`src/rtl/ales_pkg.sv`:
```
// Package for the audio level envelope sampler: payload structs, the internal
// command struct, the operation enum and the fixed field widths and codes.
// No dependencies.
package ales_pkg;

   // Field widths fixed by the interface
   localparam int ENTITY_W = 8;
   localparam int SAMPLE_W = 32;
   localparam int LEVEL_W  = 8;
   localparam int SKIP_W   = 7;
   localparam int FMT_W    = 2;
   localparam int MODE_W   = 2;

   // Largest magnitude of a signed 8-bit level
   localparam int LEVEL_SPAN = 128;

   // Command queue between front and back end
   localparam int QUEUE_DEPTH = 4;
   localparam int QPTR_W      = $clog2(QUEUE_DEPTH);

   // Mode codes
   localparam logic [MODE_W-1:0] MODE_SAMPLE = 2'd0;
   localparam logic [MODE_W-1:0] MODE_INIT   = 2'd1;
   localparam logic [MODE_W-1:0] MODE_CLOSE  = 2'd2;

   // Sample format codes
   localparam logic [FMT_W-1:0] FMT_U8  = 2'd0;
   localparam logic [FMT_W-1:0] FMT_S16 = 2'd1;
   localparam logic [FMT_W-1:0] FMT_F32 = 2'd2;

   // Level clamp values, two's complement
   localparam logic [LEVEL_W-1:0] LEVEL_MAX = 8'h7F;
   localparam logic [LEVEL_W-1:0] LEVEL_MIN = 8'h80;

   // Skip after a pick: base plus low five bits of the level
   localparam logic [SKIP_W-1:0] SKIP_BASE = 7'd79;

   // Float32 exponent thresholds
   localparam logic [7:0] EXP_SPECIAL    = 8'hFF;
   localparam logic [7:0] EXP_CLAMP      = 8'd127;
   localparam logic [7:0] EXP_MIN        = 8'd120;
   localparam logic [7:0] EXP_SHIFT_BASE = 8'd143;

   // Classified operation carried from front to back end
   typedef enum logic [2:0] {
      OP_SAMPLE,
      OP_INIT,
      OP_CLOSE,
      OP_HOLD,
      OP_IGNORE
   } op_type;

   typedef struct packed {
      logic [MODE_W-1:0]   mode;
      logic [ENTITY_W-1:0] entity;
      logic [SAMPLE_W-1:0] sample_bits;
      logic                first_of_scan;
   } req_type;

   typedef struct packed {
      logic [LEVEL_W-1:0] mouth_level;
      logic               level_updated;
   } rsp_type;

   typedef struct packed {
      op_type              op;
      logic [ENTITY_W-1:0] entity;
      logic                first;
      logic [LEVEL_W-1:0]  mag;
      logic [SKIP_W-1:0]   skip;
   } cmd_type;

endpackage

```
`src/rtl/ales_front.sv`:
```
// Front end: classifies each incoming item and converts its sample to a level.
// Produces a queue command (magnitude and skip length precomputed).
// Depends on ales_pkg.
module ales_front #(
   parameter int ENTITY_COUNT = 256
) (
   input  logic                          req_valid,
   input  logic                          req_stall,
   input  ales_pkg::req_type             req_data,
   input  logic [ales_pkg::FMT_W-1:0]    sample_format,
   output logic                          q_push,
   output ales_pkg::cmd_type             q_cmd
);
   import ales_pkg::*;

   localparam int ENT_DEPTH = (ENTITY_COUNT < (1 << ENTITY_W)) ? ENTITY_COUNT : (1 << ENTITY_W);
   localparam logic [ENTITY_W:0] ENT_LIMIT = (ENTITY_W + 1)'(ENT_DEPTH);

   logic [7:0]         flt_exp;
   logic [22:0]        flt_man;
   logic               flt_neg;
   logic [4:0]         flt_shift;
   logic [23:0]        flt_sig;
   logic [LEVEL_W-1:0] flt_mag;
   logic [LEVEL_W-1:0] flt_lvl;
   logic [LEVEL_W-1:0] lvl;
   logic [LEVEL_W-1:0] mag;
   logic               in_range;

   // Float32 to level: scale by 128, clamp, truncate toward zero
   always_comb begin
      flt_exp   = req_data.sample_bits[30:23];
      flt_man   = req_data.sample_bits[22:0];
      flt_neg   = req_data.sample_bits[31];
      flt_shift = 5'(EXP_SHIFT_BASE - flt_exp);
      flt_sig   = {1'b1, flt_man} >> flt_shift;
      flt_mag   = flt_sig[LEVEL_W-1:0];
      if (flt_exp == EXP_SPECIAL && flt_man != '0) begin
         flt_lvl = '0;                 // NaN
      end else if (flt_exp >= EXP_CLAMP) begin
         flt_lvl = flt_neg ? LEVEL_MIN : LEVEL_MAX;
      end else if (flt_exp < EXP_MIN) begin
         flt_lvl = '0;                 // below one step
      end else begin
         flt_lvl = flt_neg ? LEVEL_W'(8'd0 - flt_mag) : flt_mag;
      end
   end

   // Format select
   always_comb begin
      case (sample_format)
         FMT_U8: begin
            lvl = {~req_data.sample_bits[7], req_data.sample_bits[6:0]};
         end
         FMT_S16: begin
            lvl = req_data.sample_bits[15:8];
         end
         FMT_F32: begin
            lvl = flt_lvl;
         end
         default: begin
            lvl = '0;
         end
      endcase
   end

   assign mag      = lvl[LEVEL_W-1] ? LEVEL_W'(8'd0 - lvl) : lvl;
   assign in_range = {1'b0, req_data.entity} < ENT_LIMIT;

   // Classify and build the command
   always_comb begin
      q_cmd.entity = req_data.entity;
      q_cmd.first  = req_data.first_of_scan;
      q_cmd.mag    = mag;
      q_cmd.skip   = SKIP_BASE + {2'b00, lvl[4:0]};
      if (!in_range) begin
         q_cmd.op = OP_IGNORE;
      end else begin
         case (req_data.mode)
            MODE_SAMPLE: q_cmd.op = OP_SAMPLE;
            MODE_INIT:   q_cmd.op = OP_INIT;
            MODE_CLOSE:  q_cmd.op = OP_CLOSE;
            default:     q_cmd.op = OP_HOLD;
         endcase
      end
   end

   assign q_push = req_valid && !req_stall;

endmodule

```
`config.mk`:
```
export PLATFORM = sky130hd
export DESIGN_NAME = ales_front
export DESIGN_NICKNAME = d
export VERILOG_FILES = /design/src/rtl/ales_pkg.sv /design/src/rtl/ales_front.sv
export SDC_FILE = /design/constraint.sdc
export NUM_CORES = 1
export LEC_CHECK = 0
export BUFFER_PORTS_ARGS = -buffer_cell sky130_fd_sc_hd__buf_2
export CORE_ASPECT_RATIO = 1.4
export CORE_MARGIN = 1.5
export CORE_UTILIZATION = 30
export DETAILED_ROUTE_END_ITERATION = 6
export SLEW_MARGIN = 20
export SYNTH_ARGS = -nofsm -noshare
export SYNTH_HDL_FRONTEND = slang
export SYNTH_SLANG_ARGS = --single-unit
```
`constraint.sdc`:
```
create_clock -name vclk -period 3.6
set_input_delay 0.36 -clock vclk [all_inputs]
set_output_delay 0.36 -clock vclk [all_outputs]
set_load 0.005 [all_outputs]
```
==> impl_metrics.ini <==
[status]
status = finished, violations left
violations = negative setup slack

[synth]
syn_nets = 299
synth_top_area_frac = 0.158
netlist-cell-type-count = 66
yosys.area.top_type = mux2i_1
yosysSeqAreaShare = 0
yosysWarnings = 0
syn_inst = 250
synthTopCellsByArea = mux2i_1, mux4_2, buf_4
syn_area_um2 = 1960
avgSynthCellArea_um2 = 7.83

[placed_design]
gp_congestion = 0.939
portBuffers = 51
dp_hpwl_mm = 5.83
dpl_cell_area_um2 = 2480

[drt]
wirelength_mm = 7.04
routed.top_layer = met4
via_per_inst = 5.95
vias = 2328
dr.pass1.iters = 4
wl_met3_um = 407
drt_iter0_markers = 110
wl_per_cell_um = 18.0
met1_length_mm = 2.75
antenna_left = 0
dr_wl_met2_mm = 3.58
drc = 0

[final_layout]
regArea_um2 = 0
layout.nets = 370
stdcell_area_um2 = 2550
clockBufferCount = 0
layout_commonest_cell = buf_2
areaGrowthSynthToFinish_pct = 30.2
fill_cells = 639
num_antenna_cells = 0
layout-drive-gt1-share = 0.411
seq_cells = 0
final_cell_mix = buf_2, buf_4, mux2i_1

[timing]
maxSlewViolCount = 0
finalSetupViolCount = 1
rsz0062_at_grt = true
hold_viol_final = 0
timing.hold.ws_ns = 0.720
fin_crit_sh = 1.01
max-slew-margin-rel = 0.674
post-route-min-period_ns = 3.62
fmax_ghz = 0.276
tightestPinTransition_ns = 0.477
layout_setup_ws_ns = -0.0221

[grt]
grt.overflow.total = 0
grt_pass1_wl_mm = 11.1
grt_pass1_vias = 2294
antenna_found_initial = 0
grt_max_degree = 20
grt_usage = 0.193

[critical_path]
startpoint = req_data[25]
worst-path-buf-inv = 5
critPathSlowestCell = o311a_1
critPathKind = in -> out
path_max_fanout = 18
critPathTopFamily = compound AO/OA/AOI/OAI gates
worstPathRequired_ns = 3.24
endpoint_kind = primary output
worstPathCellList = buf_8 > buf_4 > inv_1 > a311o_1 > o311a_1 > ha_1 > a211o_1 > nor4b_2 > nor3_2 > inv_1 > ha_1 > and4_4 > a31oi_2 > xor2_1 > buf_2
cp.arrival_ns = 3.26
cp-start-kind = input port
cpPeakStageDelay_ns = 0.39

[floorplanning]
core_area_um2 = 6250
io_pins = 75
rows = 34
start_util = 0.313
die_x_um = 71.3
fp.dieH_um = 98.6
die_area_um2 = 7030

[pwr]
p_leak_nw = 1.14
ir_drop_uv = 53.7
powerDensity_nw_per_um2 = 149

[min_path]
min-delay-start = req_data[33]
hp-class = in -> out

[run]
drv_cap = 0

[cts]
postCtsHoldBufs = 0
==> cells in the mapped netlist, types with 3 or more instances <==
| cell | instances |
|---|---|
| nand4b_1 | 3 |
| nand3_1 | 8 |
| nand2b_1 | 3 |
| mux2i_1 | 31 |
| inv_1 | 8 |
| nand2_1 | 9 |
| o21ai_0 | 9 |
| or4_1 | 3 |
| a211oi_1 | 4 |
| o21ai_1 | 3 |
| xnor2_1 | 5 |
| nor2_1 | 21 |
| xor2_1 | 5 |
| mux2_2 | 3 |
| nor2b_1 | 8 |
| a31oi_1 | 3 |
| buf_4 | 11 |
| buf_2 | 10 |
| o211ai_1 | 3 |
| clkbuf_1 | 8 |
| a311o_1 | 3 |
| nor3b_1 | 4 |
| and3_1 | 6 |
| mux4_2 | 9 |
| a21oi_1 | 10 |
| a22oi_1 | 4 |
| nor3_1 | 4 |
==> metal layers <==
metal | GRT usage | vias up
met1 | 0.230 | 1088
li1 | - | 1106
met2 | 0.359 | 110
met4 | 0.0697 | 0
met3 | 0.00613 | 24
met5 | 0 | -
==> final timing paths <==
| path | end | cells after the start |
|---|---|---|
| worst max-delay path | q_cmd[13] | 15 |
| worst min-delay path | q_cmd[16] | 0 |
==> what timing repair did <==
item | in CTS | in global routing
hold endpoints to repair | 0 | 0
resized for setup | 5 | 3
setup buffers | 3 | 2
pin swaps | 1 | 3
endpoints found under the setup margin | 5 | 8
==> metrics by stage <==
stage / TNS [ns] / util / setup slack, ns / cells / total power, mW
2_1_floorplan: 0 / - / 0.00770 / 250 / 0.224
3_3_place_gp: -0.202 / 0.397 / -0.0927 / 386 / 0.359
3_5_place_dp: -0.489 / 0.397 / -0.156 / 386 / 0.361
4_1_cts: -0.0678 / 0.403 / -0.0446 / 389 / 0.370
5_1_grt: -1.05 / 0.408 / -0.232 / 391 / 0.408
6_report: -0.0221 / 0.408 / -0.0221 / 391 / 0.380
==> cells by family after synthesis <==
logic type | after synthesis | share of synthesized area
fa+ha+maj | 2 | 0.0128
mux | 45 | 0.306
buf+inv | 39 | 0.110
simple gates | 86 | 0.254
compound gates | 66 | 0.268
other cells | 2 | 0.00384
xor+xnor | 10 | 0.0447
==> where the power goes <==
part | switching (mW) | internal, mW
Combinational | 0.192 | 0.188
Sequential | 0 | 0
Clock | 0 | 0
Total | 0.192 | 0.188
==> area by class of cell <==
type / count / area [µm²] / share of cell area
timing repair buffer: 100 / 661 / 0.259
inverter: 8 / 30.0 / 0.0118
multi-input combinational: 211 / 1770 / 0.694
tap: 72 / 90.1 / 0.0353
Note: power is estimated with default switching activity, not from simulation.
