<file path="src/rtl/ales_pkg.sv">
// Package for the audio level envelope sampler: payload structs, the internal
// command struct, the operation enum and the fixed field widths and codes.
// No dependencies.
package ales_pkg;

   // Field widths fixed by the interface
   localparam int ENTITY_W = 8;
   localparam int SAMPLE_W = 32;
   localparam int LEVEL_W  = 8;
   localparam int SKIP_W   = 7;
   localparam int FMT_W    = 2;
   localparam int MODE_W   = 2;

   // Largest magnitude of a signed 8-bit level
   localparam int LEVEL_SPAN = 128;

   // Command queue between front and back end
   localparam int QUEUE_DEPTH = 4;
   localparam int QPTR_W      = $clog2(QUEUE_DEPTH);

   // Mode codes
   localparam logic [MODE_W-1:0] MODE_SAMPLE = 2'd0;
   localparam logic [MODE_W-1:0] MODE_INIT   = 2'd1;
   localparam logic [MODE_W-1:0] MODE_CLOSE  = 2'd2;

   // Sample format codes
   localparam logic [FMT_W-1:0] FMT_U8  = 2'd0;
   localparam logic [FMT_W-1:0] FMT_S16 = 2'd1;
   localparam logic [FMT_W-1:0] FMT_F32 = 2'd2;

   // Level clamp values, two's complement
   localparam logic [LEVEL_W-1:0] LEVEL_MAX = 8'h7F;
   localparam logic [LEVEL_W-1:0] LEVEL_MIN = 8'h80;

   // Skip after a pick: base plus low five bits of the level
   localparam logic [SKIP_W-1:0] SKIP_BASE = 7'd79;

   // Float32 exponent thresholds
   localparam logic [7:0] EXP_SPECIAL    = 8'hFF;
   localparam logic [7:0] EXP_CLAMP      = 8'd127;
   localparam logic [7:0] EXP_MIN        = 8'd120;
   localparam logic [7:0] EXP_SHIFT_BASE = 8'd143;

   // Classified operation carried from front to back end
   typedef enum logic [2:0] {
      OP_SAMPLE,
      OP_INIT,
      OP_CLOSE,
      OP_HOLD,
      OP_IGNORE
   } op_type;

   typedef struct packed {
      logic [MODE_W-1:0]   mode;
      logic [ENTITY_W-1:0] entity;
      logic [SAMPLE_W-1:0] sample_bits;
      logic                first_of_scan;
   } req_type;

   typedef struct packed {
      logic [LEVEL_W-1:0] mouth_level;
      logic               level_updated;
   } rsp_type;

   typedef struct packed {
      op_type              op;
      logic [ENTITY_W-1:0] entity;
      logic                first;
      logic [LEVEL_W-1:0]  mag;
      logic [SKIP_W-1:0]   skip;
   } cmd_type;

endpackage

</file>
<file path="src/rtl/ales_queue.sv">
// Short command queue between the front and back end.
// Register slots with read and write pointers. Depends on ales_pkg.
module ales_queue (
   input  logic               clock,
   input  logic               reset,
   input  logic               push,
   input  ales_pkg::cmd_type  push_data,
   output logic               full,
   input  logic               pop,
   output logic               head_valid,
   output ales_pkg::cmd_type  head_data
);
   import ales_pkg::*;

   cmd_type           slot_ff [QUEUE_DEPTH];
   logic [QPTR_W-1:0] wr_ptr_ff, wr_ptr_in;
   logic [QPTR_W-1:0] rd_ptr_ff, rd_ptr_in;
   logic [QPTR_W:0]   count_ff, count_in;

   // Pointer and fill count update
   always_comb begin
      wr_ptr_in = push ? wr_ptr_ff + 1'b1 : wr_ptr_ff;
      rd_ptr_in = pop ? rd_ptr_ff + 1'b1 : rd_ptr_ff;
      count_in  = count_ff;
      if (push && !pop) begin
         count_in = count_ff + 1'b1;
      end else if (pop && !push) begin
         count_in = count_ff - 1'b1;
      end
   end

   always_ff @(posedge clock) begin
      if (reset) begin
         wr_ptr_ff <= '0;
         rd_ptr_ff <= '0;
         count_ff  <= '0;
      end else begin
         wr_ptr_ff <= wr_ptr_in;
         rd_ptr_ff <= rd_ptr_in;
         count_ff  <= count_in;
      end
   end

   // Slot storage
   always_ff @(posedge clock) begin
      if (push) begin
         slot_ff[wr_ptr_ff] <= push_data;
      end
   end

   assign full       = count_ff == (QPTR_W + 1)'(QUEUE_DEPTH);
   assign head_valid = count_ff != '0;
   assign head_data  = slot_ff[rd_ptr_ff];

endmodule

</file>
<file path="config.mk">
export PLATFORM = sky130hd
export DESIGN_NAME = ales_queue
export DESIGN_NICKNAME = d
export VERILOG_FILES = /design/src/rtl/ales_pkg.sv /design/src/rtl/ales_queue.sv
export SDC_FILE = /design/constraint.sdc
export NUM_CORES = 1
export LEC_CHECK = 0
export BUFFER_PORTS_ARGS = -buffer_cell sky130_fd_sc_hd__buf_2
export CAP_MARGIN = 20
export CORE_ASPECT_RATIO = 0.7
export CORE_MARGIN = 2
export CORE_UTILIZATION = 45
export DETAILED_ROUTE_END_ITERATION = 10
export SETUP_SLACK_MARGIN = 0.15
export SYNTH_ARGS = -nofsm -noshare
export SYNTH_HDL_FRONTEND = slang
export SYNTH_SLANG_ARGS = --single-unit
</file>
<file path="constraint.sdc">
create_clock -name clock -period 2.07 [get_ports clock]
set_input_delay 0.207 -clock clock [delete_from_list [all_inputs] [get_ports clock]]
set_output_delay 0.207 -clock clock [all_outputs]
set_load 0.1 [all_outputs]
</file>
==> results.cfg, run 1 <==
[grt]
grt_pass1_wl_mm = 11.9
met1_usage_pct = 21.1
met2_usage_pct = 22.2
grt_max_degree = 28
grt_overflow = 0
grt_usage_pct = 16.0
first_global_vias = 2192
grt_util_met3_pct = 7.17
grt_antenna_before_repair = 1
busiest_layer = met2

[timing]
clock_skew_ns = 0.00397
finalHoldViolations = 0
setup_viol = 0
rsz0062_at_grt = yes
relSlewSlack_pct = 68.0
fin_crit_ns = 1.99
drv_slew = 0
fin_tns_setup_ns = 0
worst_pin_slew_ns = 0.483
fmax_ghz = 0.504
finalCritPeriodShare_pct = 95.9

[finish]
nets = 314
instances_no_fill = 418
drive_above_1_share_pct = 46.6
n_antenna_cell = 0
multi_input_area_um2 = 856
seq_area_mm2 = 0.00343
areaGrowthSynthToFinish_pct = 38.1
fillers = 650

[floorplan]
fp.dieW_um = 122
die-area_mm2 = 0.0105
coreArea_mm2 = 0.00957
die_y_um = 86.5
initial_core_util_pct = 45.7
io_pins = 60
num_rows = 30

[routing]
num_vias = 2086
first_iter_violations = 178
ant_nets = 0
first_pass_iters = 5
drc = 0
wl_mm = 7.64
wire_per_inst_um = 18.3
viasPerCell = 4.99

[pwr]
internal-power_mw = 5.29
power_mw = 7.34
irDropWorstVdd_v = 0.000698
p_seq_share_pct = 37.5
comb_power_share_pct = 20.7
sw_frac_of_total_pct = 27.9
pwr-share-clk_pct = 41.8
p_switching_mw = 2.05
power.density_mw_per_mm2 = 1210
p_leak_nw = 2.17

[setup_path]
start_kind = flop
critPathKind = reg -> out
cp-end-kind = output port
r2r_slack_ns = 0.58
cp.required_ns = 1.86
arrival_ns = 1.78
critPathMaxFanout = 5

[synthesis]
seq_area_frac_synth_pct = 78.3
synthTopCellsByArea = edfxtp_1 74%, mux4_2 10%, mux4_1 4.2%, dfxtp_1 4.1%, ha_1 1.4%
yosys.area.top_type = edfxtp_1
synthesis.nets = 222
synthCells = 185
synthArstFlopShare_pct = 0
avgSynthCellArea_um2 = 23.6
synth_edf_count = 108
yosysWarnings = 0
synth.distinct_cells = 21
synth.most_common_cell = edfxtp_1
synth_top_flop_cell = edfxtp_1
synth_seq_cells = 117
yosysTopAreaCellShare_pct = 74.1
ys_top_cells_by_count = 108 x edfxtp_1, 20 x mux4_2, 9 x dfxtp_1
syn_area_mm2 = 0.00437

[place]
portBuffers = 59
gp_congestion = 0.645
dp_hpwl_mm = 4.64
dp.cells = 376

[clock_network]
cts_buffers = 17
tritoncts = yes
cts_buffer_depth = 2
cts_root_buffer = clkbuf_16
cts.sinks = 117
h-tree-depth = 4
clk_pin_slew_ns = 0.06
clk-insertion-delay-late_ns = 0.41

[run_status]
status = finished clean

[flow_run]
max_cap_viol_count = 0

[min_path]
holdCritPathClass = in -> reg
power by group through the flow:
stage / Sequential [mW] / Clock, mW / Combinational (mW)
after floorplan: 2.79 / 0 / 0.971
after global placement: 2.80 / 0 / 1.46
after detailed placement: 2.81 / 0 / 1.47
after CTS: 2.76 / 3.13 / 1.49
after global routing: 2.77 / 3.23 / 1.58
final: 2.75 / 3.07 / 1.52
through the flow:
step | hold WS (ns) | setup WS [ns] | area, um^2 | utilization, %
6_report | 0.0155 | 0.0843 | 6040 | 63.1
4_1_cts | 0.00239 | 0.0703 | 5950 | 62.1
5_1_grt | 0.00273 | 0.0415 | 6040 | 63.1
3_3_place_gp | 0.420 | 0.379 | 5280 | 55.2
2_1_floorplan | 0.306 | 0.299 | 4380 | -
3_5_place_dp | 0.425 | 0.374 | 5280 | 55.2
final timing paths:
path                                    start             end  cells after the start
worst min-delay path            push_data[23]  slot_ff[1][23]                      1
worst min register to register    count_ff[2]     count_ff[2]                      2
worst max register to register    count_ff[0]     count_ff[2]                      4
worst max-delay path                     flop    head_data[7]                      4
area by class of cell:
type                            instances  share of cell area, %
Sequential cell                       117                   56.7
Inverter                                4                  0.249
Clock inverter                         15                   3.42
Clock buffer                           17                   7.04
Tap cell                              128                   2.65
Multi-Input combinational cell         57                   14.2
Timing Repair Buffer                   80                   15.7
logic make-up (layout without fill, tap and decap cells):
logic type | after synthesis | after routing | synth area share [%]
xor+xnor | 5 | 5 | 1.00
mux | 29 | 29 | 15.0
buf+inv | 11 | 116 | 1.94
compound gates | 2 | 2 | 0.229
fa+ha+maj | 6 | 6 | 1.89
simple gates | 15 | 15 | 1.72
flops | 117 | 117 | 78.3
timing repair:
item                       4_1_cts  5_1_grt
setup buffers                    2        3
hold endpoints to repair        10        0
hold buffers                     3        0
setup endpoints to repair       27       24
resized for setup                6        4
gates cloned                     0        2
pin swaps                        0        0
routing by layer:
layer,up-vias,wire (um)
li1,953,-
met1,1056,3450
met2,65,3470
met3,10,587
met4,2,116
met5,-,17
layout by cell type (no fill, tap or decap), types with 2 or more instances in the layout:
master / synthesis / routed
and2_1: 4 / 4
buf_4: 0 / 10
xor2_1: 3 / 3
ha_1: 5 / 5
clkinv_4: 0 / 6
xnor2_1: 2 / 2
buf_12: 2 / 30
clkbuf_16: 0 / 19
buf_6: 1 / 3
mux4_1: 7 / 3
or3_1: 2 / 2
clkinv_2: 0 / 2
nor2_1: 7 / 7
buf_2: 3 / 32
dfxtp_1: 9 / 8
dlygate4sd3_1: 0 / 3
mux2i_1: 2 / 2
clkinvlp_4: 0 / 2
inv_1: 4 / 4
edfxtp_1: 108 / 108
mux4_2: 20 / 24
bufinv_16: 0 / 4
flip-flops by register name, summed over array words and instances (netlist names), named ones only:
signal     flops
slot_ff      108
count_ff       3
rd_ptr_ff      2
wr_ptr_ff      2
critical path, cell delays in order, from the launching register on:
cell       delay, ns
dfxtp_4         0.37
buf_12          0.12
clkbuf_16       0.14
mux4_2          0.54
buf_12          0.19
No activity file was read; power rests on OpenSTA's default activity.
==> run 2, diff against run 1 <==
Settings changed: CTS_BUF_LIST set to sky130_fd_sc_hd__clkbuf_2.
==> run 2 against run 1 <==
The flow now finishes with violations (negative setup slack). Die area stayed put. Cell count is 5.5% higher. Worst setup slack worse by 0.22 ns. Fmax is 9.8% lower. Sequential power hardly changed. Critical path type unchanged. Critical endpoint is now head_data[0]. Largest cell class unchanged. Highest routed layer is now met4.
==> results.cfg, run 2 (synthesis results as in run 1) <==
[run_status]
status = finished with violations
violations = negative setup slack

[flow_run]
max_cap_viol_count = 0

[grt]
grt_max_degree = 28
first_global_vias = 2320
grt_usage_pct = 16.3
grt_pass1_wl_mm = 12.4
grt_antenna_before_repair = 0
grt_overflow = 0

[clock_network]
cts_buffers = 17
clk_pin_slew_ns = 0.20
clk-insertion-delay-late_ns = 0.63
h-tree-depth = 4
cts.sinks = 117
tritoncts = yes
cts_buffer_depth = 2
cts_root_buffer = clkbuf_2

[place]
gp_congestion = 0.645
dp.cells = 376
portBuffers = 59
place_ws_ns = 0.374
dp_hpwl_mm = 4.64

[finish]
top_register = slot_ff
fin_util_pct = 61.5
final_common_cell = edfxtp_1
nets = 337
multi_input_area_um2 = 845
areaGrowthSynthToFinish_pct = 34.5
instances_no_fill = 441
n_antenna_cell = 0
drive_above_1_share_pct = 43.5
fillers = 677
largest_reg_flops = 108
seq_area_mm2 = 0.00343
reg_top3 = slot_ff (108), count_ff (3)
layout_common_cells = 108 x edfxtp_1, 30 x dlygate4sd3_1, 30 x buf_2

[pwr]
pwr-share-clk_pct = 28.3
p_leak_nw = 2.10
sw_frac_of_total_pct = 31.7
p_seq_share_pct = 46.1
comb_power_share_pct = 25.6
p_switching_mw = 1.89
power_mw = 5.98
irDropWorstVdd_v = 0.000806
power.density_mw_per_mm2 = 1020
internal-power_mw = 4.08

[floorplan]
fp.dieW_um = 122
initial_core_util_pct = 45.7
die-area_mm2 = 0.0105
coreArea_mm2 = 0.00957
die_y_um = 86.5
io_pins = 60
num_rows = 30

[routing]
wire_per_inst_um = 17.5
viasPerCell = 4.93
drc = 0
num_vias = 2175
wl_mm = 7.72
ant_nets = 0
first_iter_violations = 143
first_pass_iters = 5

[min_path]
min_to = slot_ff[0][25]
min_from = push_data[25]
hold_path_depth = 2
holdCritPathClass = in -> reg

[setup_path]
arrival_ns = 1.99
r2r_cells = 4
max_stage_delay_ns = 0.56
critPathKind = reg -> out
start_kind = flop
crit_top_cell = buf_12
r2r_slack_ns = 0.58
cp-end-kind = output port
cp.required_ns = 1.86
r2r-end = count_ff[2]
crit_chain = buf_12 > mux4_2 > buf_12
r2r_start = count_ff[0]
critPathSlowestCell = mux4_2
critPathMaxFanout = 11

[timing]
fin_tns_setup_ns = -2.80
relSlewSlack_pct = 72.4
fin_ws_ns = -0.131
clock_skew_ns = 0.0208
finalHoldViolations = 0
setup_viol = 27
fmax_ghz = 0.454
rsz0062_at_grt = yes
finalCritPeriodShare_pct = 106
fin_crit_ns = 2.20
worst_pin_slew_ns = 0.414
drv_slew = 0
-- run 2: cell types whose count changed in the layout (fill, tap and decap cells not counted), moves of 2 or more --
cell           delta
dfxtp_1           -2
clkbuf_2         +17
buf_2             -2
dfxtp_2           +2
mux4_1            -3
clkbuf_16        -19
dlygate4sd3_1    +27
mux4_2            +3
-- run 2: per-stage QoR --
| step | cell area (um^2) | hold WS, ns |
|---|---|---|
| floorplan | 4380 | 0.306 |
| global placement | 5280 | 0.420 |
| detailed placement | 5280 | 0.425 |
| CTS | 5880 | 0.223 |
| global route | 5880 | 0.239 |
| finish | 5880 | 0.298 |
-- run 2: repair_timing --
| item | CTS | global route |
|---|---|---|
| endpoints found under the hold margin | 117 | 0 |
| hold buffers | 30 | 0 |
| buffers inserted | 3 | 0 |
| setup endpoints to repair | 28 | 29 |
| resized for setup | 10 | 4 |
-- run 2: layout make-up --
type	count	area share [%]
sequential	117	58.3
timing repair buffer	103	19.4
multi-input combinational	57	14.4
clock inverter	15	3.51
tap	128	2.72
clock buffer	17	1.45
inverter	4	0.255
-- run 2: how the worst max path moves through the flow --
stage	from	cells past startpoint	endpoint	slack, ns
floorplan	count_ff[1]	1	full	0.30
global placement	flop	3	head_data[22]	0.38
detailed placement	flop	3	head_data[22]	0.37
CTS	flop	3	head_data[11]	-0.23
global route	flop	3	head_data[16]	-0.23
finish	flop	3	head_data[0]	-0.13
-- run 2: worst max-delay path: cells and delay by family (launching register included) --
kind                   cells  cell delay (ns)
buffers and inverters      2             0.36
muxes                      1             0.56
DFF                        1             0.44
-- run 2: power by group through the flow --
stage | clock network [mW] | registers, mW | logic (mW)
after floorplan | 0 | 2.79 | 0.971
after CTS | 1.75 | 2.75 | 1.54
after global placement | 0 | 2.80 | 1.46
final | 1.69 | 2.75 | 1.53
after detailed placement | 0 | 2.81 | 1.47
after global routing | 1.83 | 2.77 | 1.59
-- run 2: routing by layer --
layer  vias to the layer above  routed length [um]  track usage, %
met1                      1108                3490            22.0
li1                        991                   -               -
met5                         -                   0               0
met2                        70                3650            23.8
met3                         6                 490            6.84
met4                         0                  84            6.58
